<file path="config.mk">
export PLATFORM = sky130hd
export DESIGN_NAME = cartridge_bank_mapper
export DESIGN_NICKNAME = d
export VERILOG_FILES = /design/src/rtl/core/cbm_pkg.sv /design/src/rtl/core/cartridge_bank_mapper.sv /design/src/rtl/core/cbm_bank_regs.sv /design/src/rtl/core/cbm_translate.sv
export SDC_FILE = /design/constraint.sdc
export NUM_CORES = 1
export LEC_CHECK = 0
export BUFFER_PORTS_ARGS = -buffer_cell sky130_fd_sc_hd__buf_2
export CAP_MARGIN = 10
export CORE_MARGIN = 5
export CORE_UTILIZATION = 40
export DETAILED_ROUTE_END_ITERATION = 16
export PLACE_DENSITY = 0.71
export SLEW_MARGIN = 40
export SYNTH_ARGS = -nofsm -noshare
export SYNTH_HDL_FRONTEND = slang
export SYNTH_SLANG_ARGS = --single-unit
</file>
<file path="constraint.sdc">
create_clock -name clk -period 1.8 [get_ports clk]
set_input_delay 0.09 -clock clk [delete_from_list [all_inputs] [get_ports clk]]
set_output_delay 0.09 -clock clk [all_outputs]
set_load 0.02 [all_outputs]
</file>
<file path="src/rtl/core/cbm_pkg.sv">
// ----------------------------------------------------------------------------
// cbm_pkg: shared types and constants of the cartridge bank mapper
// Holds the bus access and result transaction types, the target codes,
// the controller kinds and the banking state passed between the modules.
// ----------------------------------------------------------------------------
package cbm_pkg;

  // Result target codes.
  localparam logic [2:0] TGT_NONE    = 3'd0;
  localparam logic [2:0] TGT_ROM     = 3'd1;
  localparam logic [2:0] TGT_RAM     = 3'd2;
  localparam logic [2:0] TGT_REFUSED = 3'd3;
  localparam logic [2:0] TGT_CONTROL = 3'd4;

  // Controller kinds.
  localparam logic [1:0] KIND_NONE = 2'd0;
  localparam logic [1:0] KIND_MBC1 = 2'd1;
  localparam logic [1:0] KIND_MBC2 = 2'd2;
  localparam logic [1:0] KIND_MBC3 = 2'd3;

  // Control write regions, taken from address bits 14:13.
  localparam logic [1:0] REG_RAM_ENABLE = 2'd0;
  localparam logic [1:0] REG_ROM_BANK   = 2'd1;
  localparam logic [1:0] REG_UPPER_BANK = 2'd2;
  localparam logic [1:0] REG_MODE       = 2'd3;

  // Access operations.
  localparam logic OP_READ  = 1'b0;
  localparam logic OP_WRITE = 1'b1;

  // Value that enables external RAM in the low nibble.
  localparam logic [3:0] RAM_ENABLE_KEY = 4'hA;

  // Configuration register word index.
  localparam logic REG_IDX_KIND = 1'b0;

  typedef struct packed {
    logic        op;
    logic [15:0] address;
    logic [7:0]  write_data;
  } access_t;

  typedef struct packed {
    logic [2:0]  target;
    logic [20:0] phys_address;
    logic        write_enable;
  } result_t;

  // Banking state needed for address translation.
  typedef struct packed {
    logic [6:0] rom_window_bank;
    logic [1:0] ram_bank_select;
    logic       ram_enabled;
  } bank_state_t;

endpackage

</file>
<file path="src/rtl/core/cartridge_bank_mapper.sv">
// ----------------------------------------------------------------------------
// cartridge_bank_mapper: cartridge memory bank controller
// Translates CPU bus accesses to physical ROM or external RAM addresses and
// keeps the banking registers written through the ROM address range.
// ----------------------------------------------------------------------------
//  Channel   Direction  Handshake             Payload
//  req       in         req_valid/req_stall   access_t (op, address, write_data)
//  rsp       out        rsp_valid/rsp_stall   result_t (target, phys_address,
//                                             write_enable)
//  cfg       in         APB psel/penable      controller_kind at byte address 0
//
// One transaction is accepted every cycle while req_stall is low. It passes
// through the input register and then the result register, which drives rsp.
// Translation and the banking register update happen in the same cycle, so
// each access sees the effect of every earlier control write.
// A stall on rsp holds the result register; an empty input register still
// takes one transaction, and req_stall rises once it is occupied. Reset clears
// the valid flags and the controller kind and loads the banking registers with
// their reset values; no clearing pass is needed.
// ----------------------------------------------------------------------------
module cartridge_bank_mapper import cbm_pkg::*; (
  input  logic        clk,
  input  logic        rst,
  input  logic        req_valid,
  output logic        req_stall,
  input  access_t     req,
  output logic        rsp_valid,
  input  logic        rsp_stall,
  output result_t     rsp,
  input  logic        psel,
  input  logic        penable,
  input  logic        pwrite,
  input  logic [2:0]  paddr,
  input  logic [31:0] pwdata,
  output logic [31:0] prdata,
  output logic        pready
);

  logic        acc_valid;
  access_t     acc;
  logic [1:0]  kind;
  logic        advance;
  logic        acc_fire;
  logic        acc_load;
  bank_state_t state;
  result_t     res;

  // Configuration port.
  assign pready = 1'b1;
  assign prdata = (paddr[2] == REG_IDX_KIND) ? {30'd0, kind} : 32'd0;

  always_ff @(posedge clk) begin
    if (rst) begin
      kind <= KIND_NONE;
    end else if (psel && penable && pwrite && paddr[2] == REG_IDX_KIND) begin
      kind <= pwdata[1:0];
    end
  end

  // Pipeline flow control. The input register loads whenever it is empty
  // or its transaction moves on to the result register.
  assign advance   = !rsp_valid || !rsp_stall;
  assign acc_fire  = acc_valid && advance;
  assign acc_load  = advance || !acc_valid;
  assign req_stall = !acc_load;

  // Input register.
  always_ff @(posedge clk) begin
    if (rst) begin
      acc_valid <= 1'b0;
    end else if (acc_load) begin
      acc_valid <= req_valid;
    end
  end

  always_ff @(posedge clk) begin
    if (acc_load && req_valid) begin
      acc <= req;
    end
  end

  cbm_bank_regs u_bank_regs (
    .clk       (clk),
    .rst       (rst),
    .kind      (kind),
    .wr_en     (acc_fire && acc.op == OP_WRITE && acc.address[15] == 1'b0),
    .wr_region (acc.address[14:13]),
    .wr_data   (acc.write_data),
    .state     (state)
  );

  cbm_translate u_translate (
    .acc   (acc),
    .state (state),
    .res   (res)
  );

  // Result register.
  always_ff @(posedge clk) begin
    if (rst) begin
      rsp_valid <= 1'b0;
    end else if (advance) begin
      rsp_valid <= acc_valid;
    end
  end

  always_ff @(posedge clk) begin
    if (acc_fire) begin
      rsp <= res;
    end
  end

endmodule

</file>
<file path="src/rtl/core/cbm_bank_regs.sv">
// ----------------------------------------------------------------------------
// cbm_bank_regs: cartridge banking registers
// Applies control writes below 0x8000 according to the controller kind and
// presents the banking state used for translation.
// ----------------------------------------------------------------------------
module cbm_bank_regs import cbm_pkg::*; (
  input  logic        clk,
  input  logic        rst,
  input  logic [1:0]  kind,
  input  logic        wr_en,
  input  logic [1:0]  wr_region,
  input  logic [7:0]  wr_data,
  output bank_state_t state
);

  logic [6:0] rom_bank_select;
  logic [6:0] rom_window_bank;
  logic [1:0] ram_bank_select;
  logic       ram_enabled;
  logic       banking_mode;

  logic [6:0] rom_bank_select_next;
  logic [6:0] rom_window_bank_next;
  logic [1:0] ram_bank_select_next;
  logic       ram_enabled_next;
  logic       banking_mode_next;

  logic [4:0] low5;
  logic [3:0] low4;
  logic [6:0] low7;

  // Bank numbers with a zero selection turned into bank one.
  assign low5 = (wr_data[4:0] == 5'd0) ? 5'd1 : wr_data[4:0];
  assign low4 = (wr_data[3:0] == 4'd0) ? 4'd1 : wr_data[3:0];
  assign low7 = (wr_data[6:0] == 7'd0) ? 7'd1 : wr_data[6:0];

  // Next register values for a control write.
  always_comb begin
    rom_bank_select_next = rom_bank_select;
    rom_window_bank_next = rom_window_bank;
    ram_bank_select_next = ram_bank_select;
    ram_enabled_next     = ram_enabled;
    banking_mode_next    = banking_mode;
    if (wr_en && kind != KIND_NONE) begin
      case (wr_region)
        REG_RAM_ENABLE: begin
          ram_enabled_next = (wr_data[3:0] == RAM_ENABLE_KEY);
        end
        REG_ROM_BANK: begin
          case (kind)
            KIND_MBC1: rom_bank_select_next = {rom_bank_select[6:5], low5};
            KIND_MBC2: rom_bank_select_next = {3'd0, low4};
            default:   rom_bank_select_next = low7;
          endcase
          rom_window_bank_next = rom_bank_select_next;
        end
        REG_UPPER_BANK: begin
          if (kind == KIND_MBC3) begin
            if (wr_data[7:2] == 6'd0) begin
              ram_bank_select_next = wr_data[1:0];
            end
          end else if (banking_mode) begin
            ram_bank_select_next = wr_data[1:0];
          end else begin
            rom_bank_select_next = {wr_data[1:0], rom_bank_select[4:0]};
            rom_window_bank_next = rom_bank_select_next;
          end
        end
        default: begin
          if (kind != KIND_MBC3) begin
            banking_mode_next = wr_data[0];
          end
        end
      endcase
    end
  end

  // Banking registers.
  always_ff @(posedge clk) begin
    if (rst) begin
      rom_bank_select <= 7'd0;
      rom_window_bank <= 7'd1;
      ram_bank_select <= 2'd0;
      ram_enabled     <= 1'b0;
      banking_mode    <= 1'b0;
    end else begin
      rom_bank_select <= rom_bank_select_next;
      rom_window_bank <= rom_window_bank_next;
      ram_bank_select <= ram_bank_select_next;
      ram_enabled     <= ram_enabled_next;
      banking_mode    <= banking_mode_next;
    end
  end

  assign state.rom_window_bank = rom_window_bank;
  assign state.ram_bank_select = ram_bank_select;
  assign state.ram_enabled     = ram_enabled;

endmodule

</file>
<file path="src/rtl/core/cbm_translate.sv">
// ----------------------------------------------------------------------------
// cbm_translate: address decode and translation
// Classifies one bus access and forms the physical ROM or RAM address from
// the current banking state.
// ----------------------------------------------------------------------------
module cbm_translate import cbm_pkg::*; (
  input  access_t     acc,
  input  bank_state_t state,
  output result_t     res
);

  logic is_low;
  logic is_ram;

  assign is_low = (acc.address[15] == 1'b0);
  assign is_ram = (acc.address[15:13] == 3'b101);

  // Decode the region and build the result.
  always_comb begin
    res.target       = TGT_NONE;
    res.phys_address = 21'd0;
    res.write_enable = 1'b0;
    if (is_low) begin
      if (acc.op == OP_WRITE) begin
        res.target = TGT_CONTROL;
      end else if (acc.address[14] == 1'b0) begin
        res.target       = TGT_ROM;
        res.phys_address = {5'd0, acc.address};
      end else begin
        res.target       = TGT_ROM;
        res.phys_address = {state.rom_window_bank, acc.address[13:0]};
      end
    end else if (is_ram) begin
      if (state.ram_enabled) begin
        res.target       = TGT_RAM;
        res.phys_address = {6'd0, state.ram_bank_select, acc.address[12:0]};
        res.write_enable = (acc.op == OP_WRITE);
      end else begin
        res.target = TGT_REFUSED;
      end
    end
  end

endmodule

</file>
==> qor.yml, run 1 <==
wl_per_cell_microns: 13.4
die-height_microns: 97.0
vias: 2035
cts_sinks: 70
cts_root_buffer: "clkbuf_8"
num-fill-cells: 651
rsz0062_at_grt: "yes"
async_flop_share_pct: 0
comb_power_share_pct: 9.4
synth_area_per_cell_sq_um: 12.6
worstRegToRegCells: 6
crit_arrival_ps: 1780
cts_buffers: 9
antenna_found_initial: 0
grt_pass1_wl_mm: 9.87
vias_per_cell: 4.49
hpwlAfterDp_mm: 4.17
fin_util_pct: 54.2
critPathTopFamily: "simple AND/OR/NAND/NOR gates"
drc: 0
start_kind: "register"
core_sq_um: 7290
yosysTopAreaCell: "edfxtp_1"
yosys_most_used_dff: "edfxtp_1"
yosysUniqueCellTypes: 39
track_usage_pct: 13.1
ys_top_cells_by_count: "50 x edfxtp_1, 31 x buf_4, 20 x dfxtp_1"
cp-end-kind: "register"
worstSkewPairLatency_ps: 340
r2r-start: "acc[22]"
powerDensity_nw_per_um2: 916
whs_path_depth: 3
hold_viol_final: 0
ant_nets: 0
slowest_delay_ps: 430
initial_core_util_pct: 41.5
fin_crit_ps: 1680
switchingPower_w: 0.000784
leakage_nw: 1.69
syn_inst: 240
min_period_over_period_pct: 93.6
antennaDiodeCount: 0
path_cells: "inv_1 -> ha_1 -> and3_2 -> nor2_1 -> buf_4 -> and2b_1"
tritoncts: "done"
io_buffers: 63
first_global_vias: 2049
r2r_slack_ps: 120
yosysWarnings: 0
synth_top_family_by_area: "simple AND/OR/NAND/NOR gates"
synth_fa_ha_area_share_pct: 3.31
seqCellArea_sq_um: 1900
yosys.area_share.simple_pct: 14.7
syn_area_sq_um: 3020
synth_compound_area_share_pct: 7.32
finalSetupViolCount: 0
ys_seq_elements: 70
fp-row-count: 31
hold_class: "input pin to register"
die_area_sq_um: 9400
slowest_stage: "edfxtp_1"
path_buf_inv: 2
p_sw_share_pct: 21.7
yosysMostFrequentCell: "edfxtp_1"
drt-total-wl_mm: 6.06
gp_congestion: 0.856
setup_tns_ps: 0
p_clk_share_pct: 40.2
grt_max_degree: 19
hp-start: "rsp_stall"
min_to: "rsp_valid"
yosys.area_share.xor_xnor_pct: 0
clkSlewWorstSetupHoldPaths_ps: 70
status: "finished clean"
worstSetupPathType: "register to register"
drive_gt1_share_pct: 28.8
ys_seq_area_share_pct: 62.9
synth_area_leaders: "edfxtp_1 50%, dfxtp_1 13%, buf_4 7.7%, ha_1 3.3%, nor2b_1 2.3%"
fin_hold_ws_ps: 61.8
first_pass_iters: 4
synth_mux_area_share_pct: 1.99
nets: 425
die_x_microns: 97.0
timing.rr.end: "rsp[6]"
synth_top_area_share_pct: 49.6
critPathRequiredTime_ps: 1900
num_io_pins: 127
synth_edf_count: 50
cap_violations: 0
cts_buffer_depth: 2
cts_max_level: 3
multi_input_area_sq_um: 962
worst_clock_skew_ps: 8.58
slew_viol_final: 0
pwr-share-seq_pct: 50.4
max-vdd-ir-drop_mv: 0.452
drt_iter0_markers: 93
area_growth_pct: 30.7
internal-power_w: 0.00283
overflow: 0
timing.fmax_mhz: 594
path_max_fanout: 13
[layer usage]
| metal | track usage [%] | wire, microns |
|---|---|---|
| met5 | 0 | 0 |
| met3 | 3.17 | 334 |
| met1 | 15.5 | 2520 |
| met4 | 7.67 | 185 |
| met2 | 21.7 | 3030 |
[power by group through the flow]
stage / Sequential [W] / Clock (W) / Combinational [W]
2_1_floorplan: 0.00189 / 0 / 0.000198
3_3_place_gp: 0.00186 / 0 / 0.000282
3_5_place_dp: 0.00186 / 0 / 0.000288
4_1_cts: 0.00182 / 0.00147 / 0.000336
5_1_grt: 0.00183 / 0.00156 / 0.000370
6_report: 0.00182 / 0.00145 / 0.000341
[worst max-delay path by stage]
| stage | start | end | slack, ps | cells after the start |
|---|---|---|---|---|
| floorplan | rsp_valid | acc[0] | 20 | 2 |
| global placement | kind[0] | u_bank_regs.rom_window_bank[1] | 70 | 6 |
| detailed placement | kind[0] | u_bank_regs.rom_window_bank[2] | 20 | 6 |
| CTS | kind[0] | u_bank_regs.rom_window_bank[3] | 10 | 6 |
| global route | kind[1] | u_bank_regs.rom_window_bank[2] | -50 | 6 |
| finish | acc[22] | rsp[6] | 120 | 6 |
[through the flow]
stage               instance area, sq um  power [W]  instances  setup slack (ps)
floorplan                           3140    0.00209        269              16.0
global placement                    3410    0.00214        408              67.5
detailed placement                  3410    0.00215        408              20.6
CTS                                 3920    0.00363        451              11.0
global route                        3950    0.00376        453             -50.0
finish                              3950    0.00362        453               116
[cell families after synthesis]
logic type | count (synthesis)
other cells | 2
flops | 70
mux | 6
fa+ha+maj | 8
simple gates | 77
compound gates | 32
buf+inv | 45
[what timing repair did]
item                                    4_1_cts  5_1_grt
hold endpoints to repair                     28        0
endpoints found under the setup margin        0       10
gates resized for setup                       0        5
buffers inserted                              0        2
hold buffers                                 28        0
[sequential cells by signal, indices dropped and copies added (netlist names)]
name / count
u_bank_regs.rom_window_bank: 7
u_bank_regs.rom_bank_select: 5
u_bank_regs.ram_bank_select: 2
rsp: 25
u_bank_regs.ram_enabled: 1
acc_valid: 1
kind: 2
u_bank_regs.banking_mode: 1
rsp_valid: 1
acc: 25
[cell type report]
class | count | share of cell area [%]
Clock buffer | 10 | 3.23
Clock inverter | 5 | 2.50
Inverter | 10 | 0.950
Multi-Input combinational cell | 154 | 24.3
Sequential cell | 70 | 48.1
Tap cell | 99 | 3.13
Timing Repair Buffer | 105 | 17.7
[worst register-to-register path, cell delays in order, from the launching register on]
cell and delay (ps):
edfxtp_1 430, inv_1 90, ha_1 190, and3_2 230
nor2_1 100, buf_4 200, and2b_1 210
[cell usage in the layout (no fill, tap or decap), drive strengths merged, types with 5 or more instances in the layout]
master / n
a21oi: 10
and2b: 7
and3: 9
buf: 77
clkbuf: 10
conb: 31
dfxtp: 20
dlygate4sd3: 28
edfxtp: 50
ha: 8
inv: 9
mux2i: 6
nand2: 16
nand3: 7
nor2: 13
nor2b: 11
nor3: 5
o21ai: 6
Power figures use the tool's default switching activity.
==> inputs of run 2 (changes only) <==
- ABC_AREA: unset -> 1
- GPL_ROUTABILITY_DRIVEN: unset -> 0
==> run 2 against run 1 <==
Net effect: count of clock-buffer cells in the layout is 1 lower; synthesized area is 3.5% higher; via count is 7.6% higher; cell count is 15% higher; critical path depth is 3 higher; die area is 3.1% higher; non-clock buffer count is 9 lower; wire length is 3.9% lower; critical endpoint is now rsp[12]; largest cell class unchanged; largest power group unchanged.
==> qor.yml, run 2 <==
status: "finished clean"
yosysTopAreaCell: "edfxtp_1"
synth_area_leaders: "edfxtp_1 48%, dfxtp_1 13%, buf_4 7.4%, nand2_1 6.6%, inv_1 6.1%"
finalSetupViolCount: 0
synth_edf_count: 50
max-vdd-ir-drop_mv: 0.586
worst_clock_skew_ps: 6.22
yosysWarnings: 0
hp-start: "req_valid"
nets: 490
drc: 0
synth_compound_area_share_pct: 4.24
vias: 2189
track_usage_pct: 12.0
num_io_pins: 127
yosys.area_share.simple_pct: 16.9
slew_viol_final: 0
tritoncts: "done"
r2r_slack_ps: 160
synth_mux_area_share_pct: 0
antenna_found_initial: 0
syn_inst: 315
critPathTopFamily: "flip-flops"
seqCellArea_sq_um: 1900
ys_seq_area_share_pct: 60.8
leakage_nw: 1.87
synth_top_family_by_area: "simple AND/OR/NAND/NOR gates"
start_kind: "register"
first_pass_iters: 4
initial_core_util_pct: 40.7
timing.fmax_mhz: 610
crit_arrival_ps: 1740
die_area_sq_um: 9700
timing.rr.end: "rsp[12]"
grt_use_met1_pct: 13.9
rsz0062_at_grt: "no"
placed_cells: 481
grt_pass1_wl_mm: 9.12
first_global_vias: 2090
synth_area_per_cell_sq_um: 9.94
path_cells: "inv_1 -> ha_1 -> nand2_1 -> inv_1 -> nand2_1 -> nand2_1 -> inv_1 -> buf_12 -> nor2_1"
drive_gt1_share_pct: 22.6
wl_per_cell_microns: 11.2
synth_fa_ha_area_share_pct: 3.20
die_x_microns: 98.5
yosysMostFrequentCell: "nand2_1"
hold_viol_final: 0
r2r-start: "acc[22]"
min_to: "acc_valid"
place_area_sq_um: 3490
fin_crit_ps: 1640
reg.largest.list: "acc (25), rsp (25), u_bank_regs.rom_window_bank (7)"
cp-end-kind: "register"
met3_usage_pct: 3.04
cts_buffer_depth: 2
final_common_cell: "buf_2"
io_buffers: 63
vias_per_cell: 4.19
syn_area_sq_um: 3130
powerDensity_nw_per_um2: 898
ys_seq_elements: 70
drt_iter0_markers: 122
ant_nets: 0
num-fill-cells: 693
worstRegToRegCells: 9
die-height_microns: 98.5
ys_top_cells_by_count: "55 x nand2_1, 51 x inv_1, 50 x edfxtp_1"
synth_top_area_share_pct: 48.0
finalPower_w: 0.00356
worstSkewPairLatency_ps: 340
antennaDiodeCount: 0
slowest_delay_ps: 470
final_area_sq_um: 3970
yosys_most_used_dff: "edfxtp_1"
setup_tns_ps: 0
cts_max_level: 3
path_buf_inv: 4
cts_root_buffer: "clkbuf_8"
layout.cells.non_filler: 522
cap_violations: 0
cts_sinks: 70
slowest_stage: "edfxtp_1"
grt_max_degree: 26
multi_input_area_sq_um: 883
fp-row-count: 32
overflow: 0
final_cell_mix: "63 x buf_2, 55 x nand2_1, 51 x inv_1"
critPathRequiredTime_ps: 1900
cts_buffers: 9
core_sq_um: 7690
drt-total-wl_mm: 5.82
area_growth_pct: 26.7
hold_class: "input pin to register"
top_usage_layer: "met2"
hpwlAfterDp_mm: 4.21
yosys.area_share.xor_xnor_pct: 0
yosysUniqueCellTypes: 26
clkSlewWorstSetupHoldPaths_ps: 80
cts_setup_buffers: 0
async_flop_share_pct: 0
grtUsageMet2_pct: 20.3
path_max_fanout: 13
min_period_over_period_pct: 91.0
worstSetupPathType: "register to register"
whs_path_depth: 3
[run 2: cell count changes after synthesis, moves of 3 or more]
cell / change
a221oi_1: -3
nor2b_1: -11
nor2_1: +36
and2b_1: -6
mux2i_1: -6
nand2_1: +39
and3_1: -7
a21oi_1: +3
inv_1: +42
[run 2: area by class of cell]
type                            count  area share [%]
Clock buffer                        9            3.12
Clock inverter                      7            2.46
Inverter                           52            4.92
Multi-Input combinational cell    186            22.3
Sequential cell                    70            47.9
Tap cell                          102            3.22
Timing Repair Buffer               96            16.1
[run 2: timing repair]
item	in CTS	in global routing
setup endpoints to repair	0	1
gates resized for setup	0	1
hold buffers	25	0
endpoints found under the hold margin	25	0
[run 2: worst min-delay path, stage by stage]
cell and delay [ps]:
buf_2 90, nand2_1 70, a21oi_1 60
[run 2: layer usage]
| metal | part of all wire [%] | vias up |
|---|---|---|
| li1 | - | 1128 |
| met1 | 42 | 975 |
| met2 | 50 | 77 |
| met3 | 5.9 | 9 |
| met4 | 2.0 | 0 |
| met5 | 0 | - |
[run 2: how the worst max path moves through the flow]
stage	cells after the start	endpoint	slack (ps)	start
after CTS	8	u_bank_regs.rom_bank_select[3]	170	kind[0]
after floorplan	5	acc[0]	80	rsp_valid
after detailed placement	8	u_bank_regs.rom_bank_select[3]	160	kind[0]
after global placement	9	u_bank_regs.rom_window_bank[0]	230	kind[0]
after global routing	9	rsp[3]	60	acc[22]
final	9	rsp[12]	160	acc[22]
[run 2: where the power goes]
group	total (W)	switching (W)	internal, W
Sequential	0.00183	0.0000293	0.00180
Combinational	0.000360	0.000228	0.000132
Clock	0.00138	0.000592	0.000783
Total	0.00356	0.000850	0.00271
[run 2: kinds of logic (layout without fill, tap and decap cells)]
| kind of cell | Yosys count | in the layout |
|---|---|---|
| AOI/OAI and AO/OA | 25 | 25 |
| adders and majority gates | 8 | 8 |
| buffers and inverters | 88 | 164 |
| DFF | 70 | 70 |
| other | 2 | 31 |
| and+or+nand+nor | 122 | 122 |
[run 2: stage by stage]
step	utilization, %	hold slack, ps	setup WS (ps)
6_report	51.6	25.4	161
5_1_grt	51.6	20.4	63.7
4_1_cts	51.6	4.20	165
3_5_place_dp	45.4	268	164
3_3_place_gp	45.4	267	227
2_1_floorplan	-	189	80.3
==> inputs of run 3 (changes only) <==
- CORE_ASPECT_RATIO: unset -> 0.8
- CTS_BUF_LIST: unset -> sky130_fd_sc_hd__clkbuf_8
==> run 3 against run 2 <==
Net effect: clock skew is 2.8 ps higher; sequential cell count stayed put; via count down 0.46%; setup slack worse by 4.9 ps; wire length is 7.8% higher; critical endpoint is now rsp[6]; largest cell class unchanged; total power is 0.35% lower; critical path depth unchanged; cell count up 0.19%; global-route usage up 1.5 points; sequential share of layout area grew 0.21 points; count of clock-buffer cells in the layout rose by 1; largest power group unchanged; utilization is 1.1 points higher.
==> qor.yml, run 3 (synthesis gave the netlist of run 2 again) <==
fin_crit_ps: 1640
min_period_over_period_pct: 91.3
cap_violations: 0
grt_pass1_wl_mm: 9.86
cts_buffer_depth: 2
r2r-start: "acc[22]"
timing.fmax_mhz: 608
vias: 2179
cts_buffers: 9
drc: 0
reg.largest.list: "acc (25), rsp (25), u_bank_regs.rom_window_bank (7)"
place_ws_ps: 131
first_global_vias: 2109
wl_per_cell_microns: 12.0
cts_setup_buffers: 0
final_cell_mix: "63 x buf_2, 55 x nand2_1, 53 x inv_1"
hold_class: "input pin to register"
track_usage_pct: 13.5
crit_end: "rsp[6]"
max-vdd-ir-drop_mv: 0.838
ant_nets: 0
area_growth_pct: 26.2
num_io_pins: 127
status: "finished clean"
initial_core_util_pct: 41.8
drive_gt1_share_pct: 21.8
worstSkewPairLatency_ps: 340
nets: 488
start_kind: "register"
path_buf_inv: 4
multi_input_area_sq_um: 883
path_depth: 9
num-fill-cells: 660
vias_per_cell: 4.17
worst_clock_skew_ps: 8.98
tritoncts: "done"
die_area_sq_um: 9710
setup_tns_ps: 0
drt-total-wl_mm: 6.28
cts_root_buffer: "clkbuf_8"
final_common_cell: "buf_2"
path_cells: "inv_1 -> ha_1 -> nand2_1 -> inv_1 -> nand2_1 -> nand2_1 -> inv_1 -> buf_12 -> nor2_1"
cts_sinks: 70
layout.cells.non_filler: 523
place_area_sq_um: 3480
cts_max_level: 3
critPathTopFamily: "flip-flops"
hold_viol_final: 0
r2r_slack_ps: 160
die-height_microns: 89.1
path_max_fanout: 13
hpwlAfterDp_mm: 4.25
worstRegToRegCells: 9
core_sq_um: 7500
placed_cells: 482
fp-row-count: 28
startpoint: "acc[22]"
slew_viol_final: 0
fin_hold_ws_ps: 35.9
io_buffers: 63
crit_arrival_ps: 1810
timing.rr.end: "rsp[6]"
critPathRequiredTime_ps: 1970
finalSetupViolCount: 0
cp-end-kind: "register"
powerDensity_nw_per_um2: 899
drt_iter0_markers: 106
setup_slack_ps: 156
final_area_sq_um: 3950
die_x_microns: 109
slowest_delay_ps: 470
antennaDiodeCount: 0
leakage_nw: 1.87
antenna_found_initial: 0
overflow: 0
worstSetupPathType: "register to register"
rsz0062_at_grt: "no"
first_pass_iters: 4
clkSlewWorstSetupHoldPaths_ps: 70
slowest_stage: "edfxtp_1"
grt_max_degree: 26
seqCellArea_sq_um: 1900
run 3: cell count changes in the layout (fill, tap and decap cells not counted):
cell        before  now
clkinv_2         1    2
clkinv_4         1    0
clkbuf_8         9   10
clkinvlp_4       2    0
inv_6            1    0
inv_1           51   53
buf_4            7    5
run 3: worst min path at each step:
stage                          from                 endpoint  slack [ps]  depth (start not counted)
final                     pwdata[1]                  kind[1]          40                          3
after global routing            rst  u_bank_regs.ram_enabled          40                          2
after CTS                 pwdata[1]                  kind[1]          20                          3
after detailed placement     req[7]                   acc[7]         270                          1
after global placement       req[7]                   acc[7]         270                          1
after floorplan              req[0]                   acc[0]         190                          0
run 3: repair_timing:
item | CTS | global route
hold buffers | 25 | 0
setup endpoints to repair | 0 | 4
gates resized for setup | 0 | 1
endpoints found under the hold margin | 25 | 0
run 3: area by class of cell:
class,count,share of cell area [%]
sequential,70,48.1
multi-input combinational,186,22.4
timing repair buffer,94,15.8
inverter,52,4.94
clock buffer,10,3.48
tap,105,3.33
clock inverter,6,1.96
run 3: metal layers:
layer | global-route usage, % | wire length [microns] | up-vias
met3 | 4.69 | 519 | 11
met4 | 5.62 | 99 | 0
met5 | 0 | 0 | -
met2 | 22.8 | 3030 | 82
li1 | - | - | 1121
met1 | 15.8 | 2630 | 965
run 3: worst min-delay path: cells and delay by family:
family	cells	cell delay, ps
AOI/OAI and AO/OA	2	180
buffers and inverters	1	70
run 3: report_power, final:
part | total (W) | internal (W) | switching [W] | leakage [nW]
sequential | 0.00183 | 0.00180 | 0.0000310 | 0.641
clock | 0.00136 | 0.000803 | 0.000559 | 0.119
combinational | 0.000359 | 0.000128 | 0.000232 | 1.11
total | 0.00355 | 0.00273 | 0.000821 | 1.87
run 3: per-stage QoR:
| step | utilization [%] | power, W |
|---|---|---|
| 4_1_cts | 52.6 | 0.00356 |
| 3_3_place_gp | 46.4 | 0.00217 |
| 6_report | 52.7 | 0.00355 |
| 5_1_grt | 52.7 | 0.00369 |
| 2_1_floorplan | - | 0.00212 |
| 3_5_place_dp | 46.4 | 0.00218 |
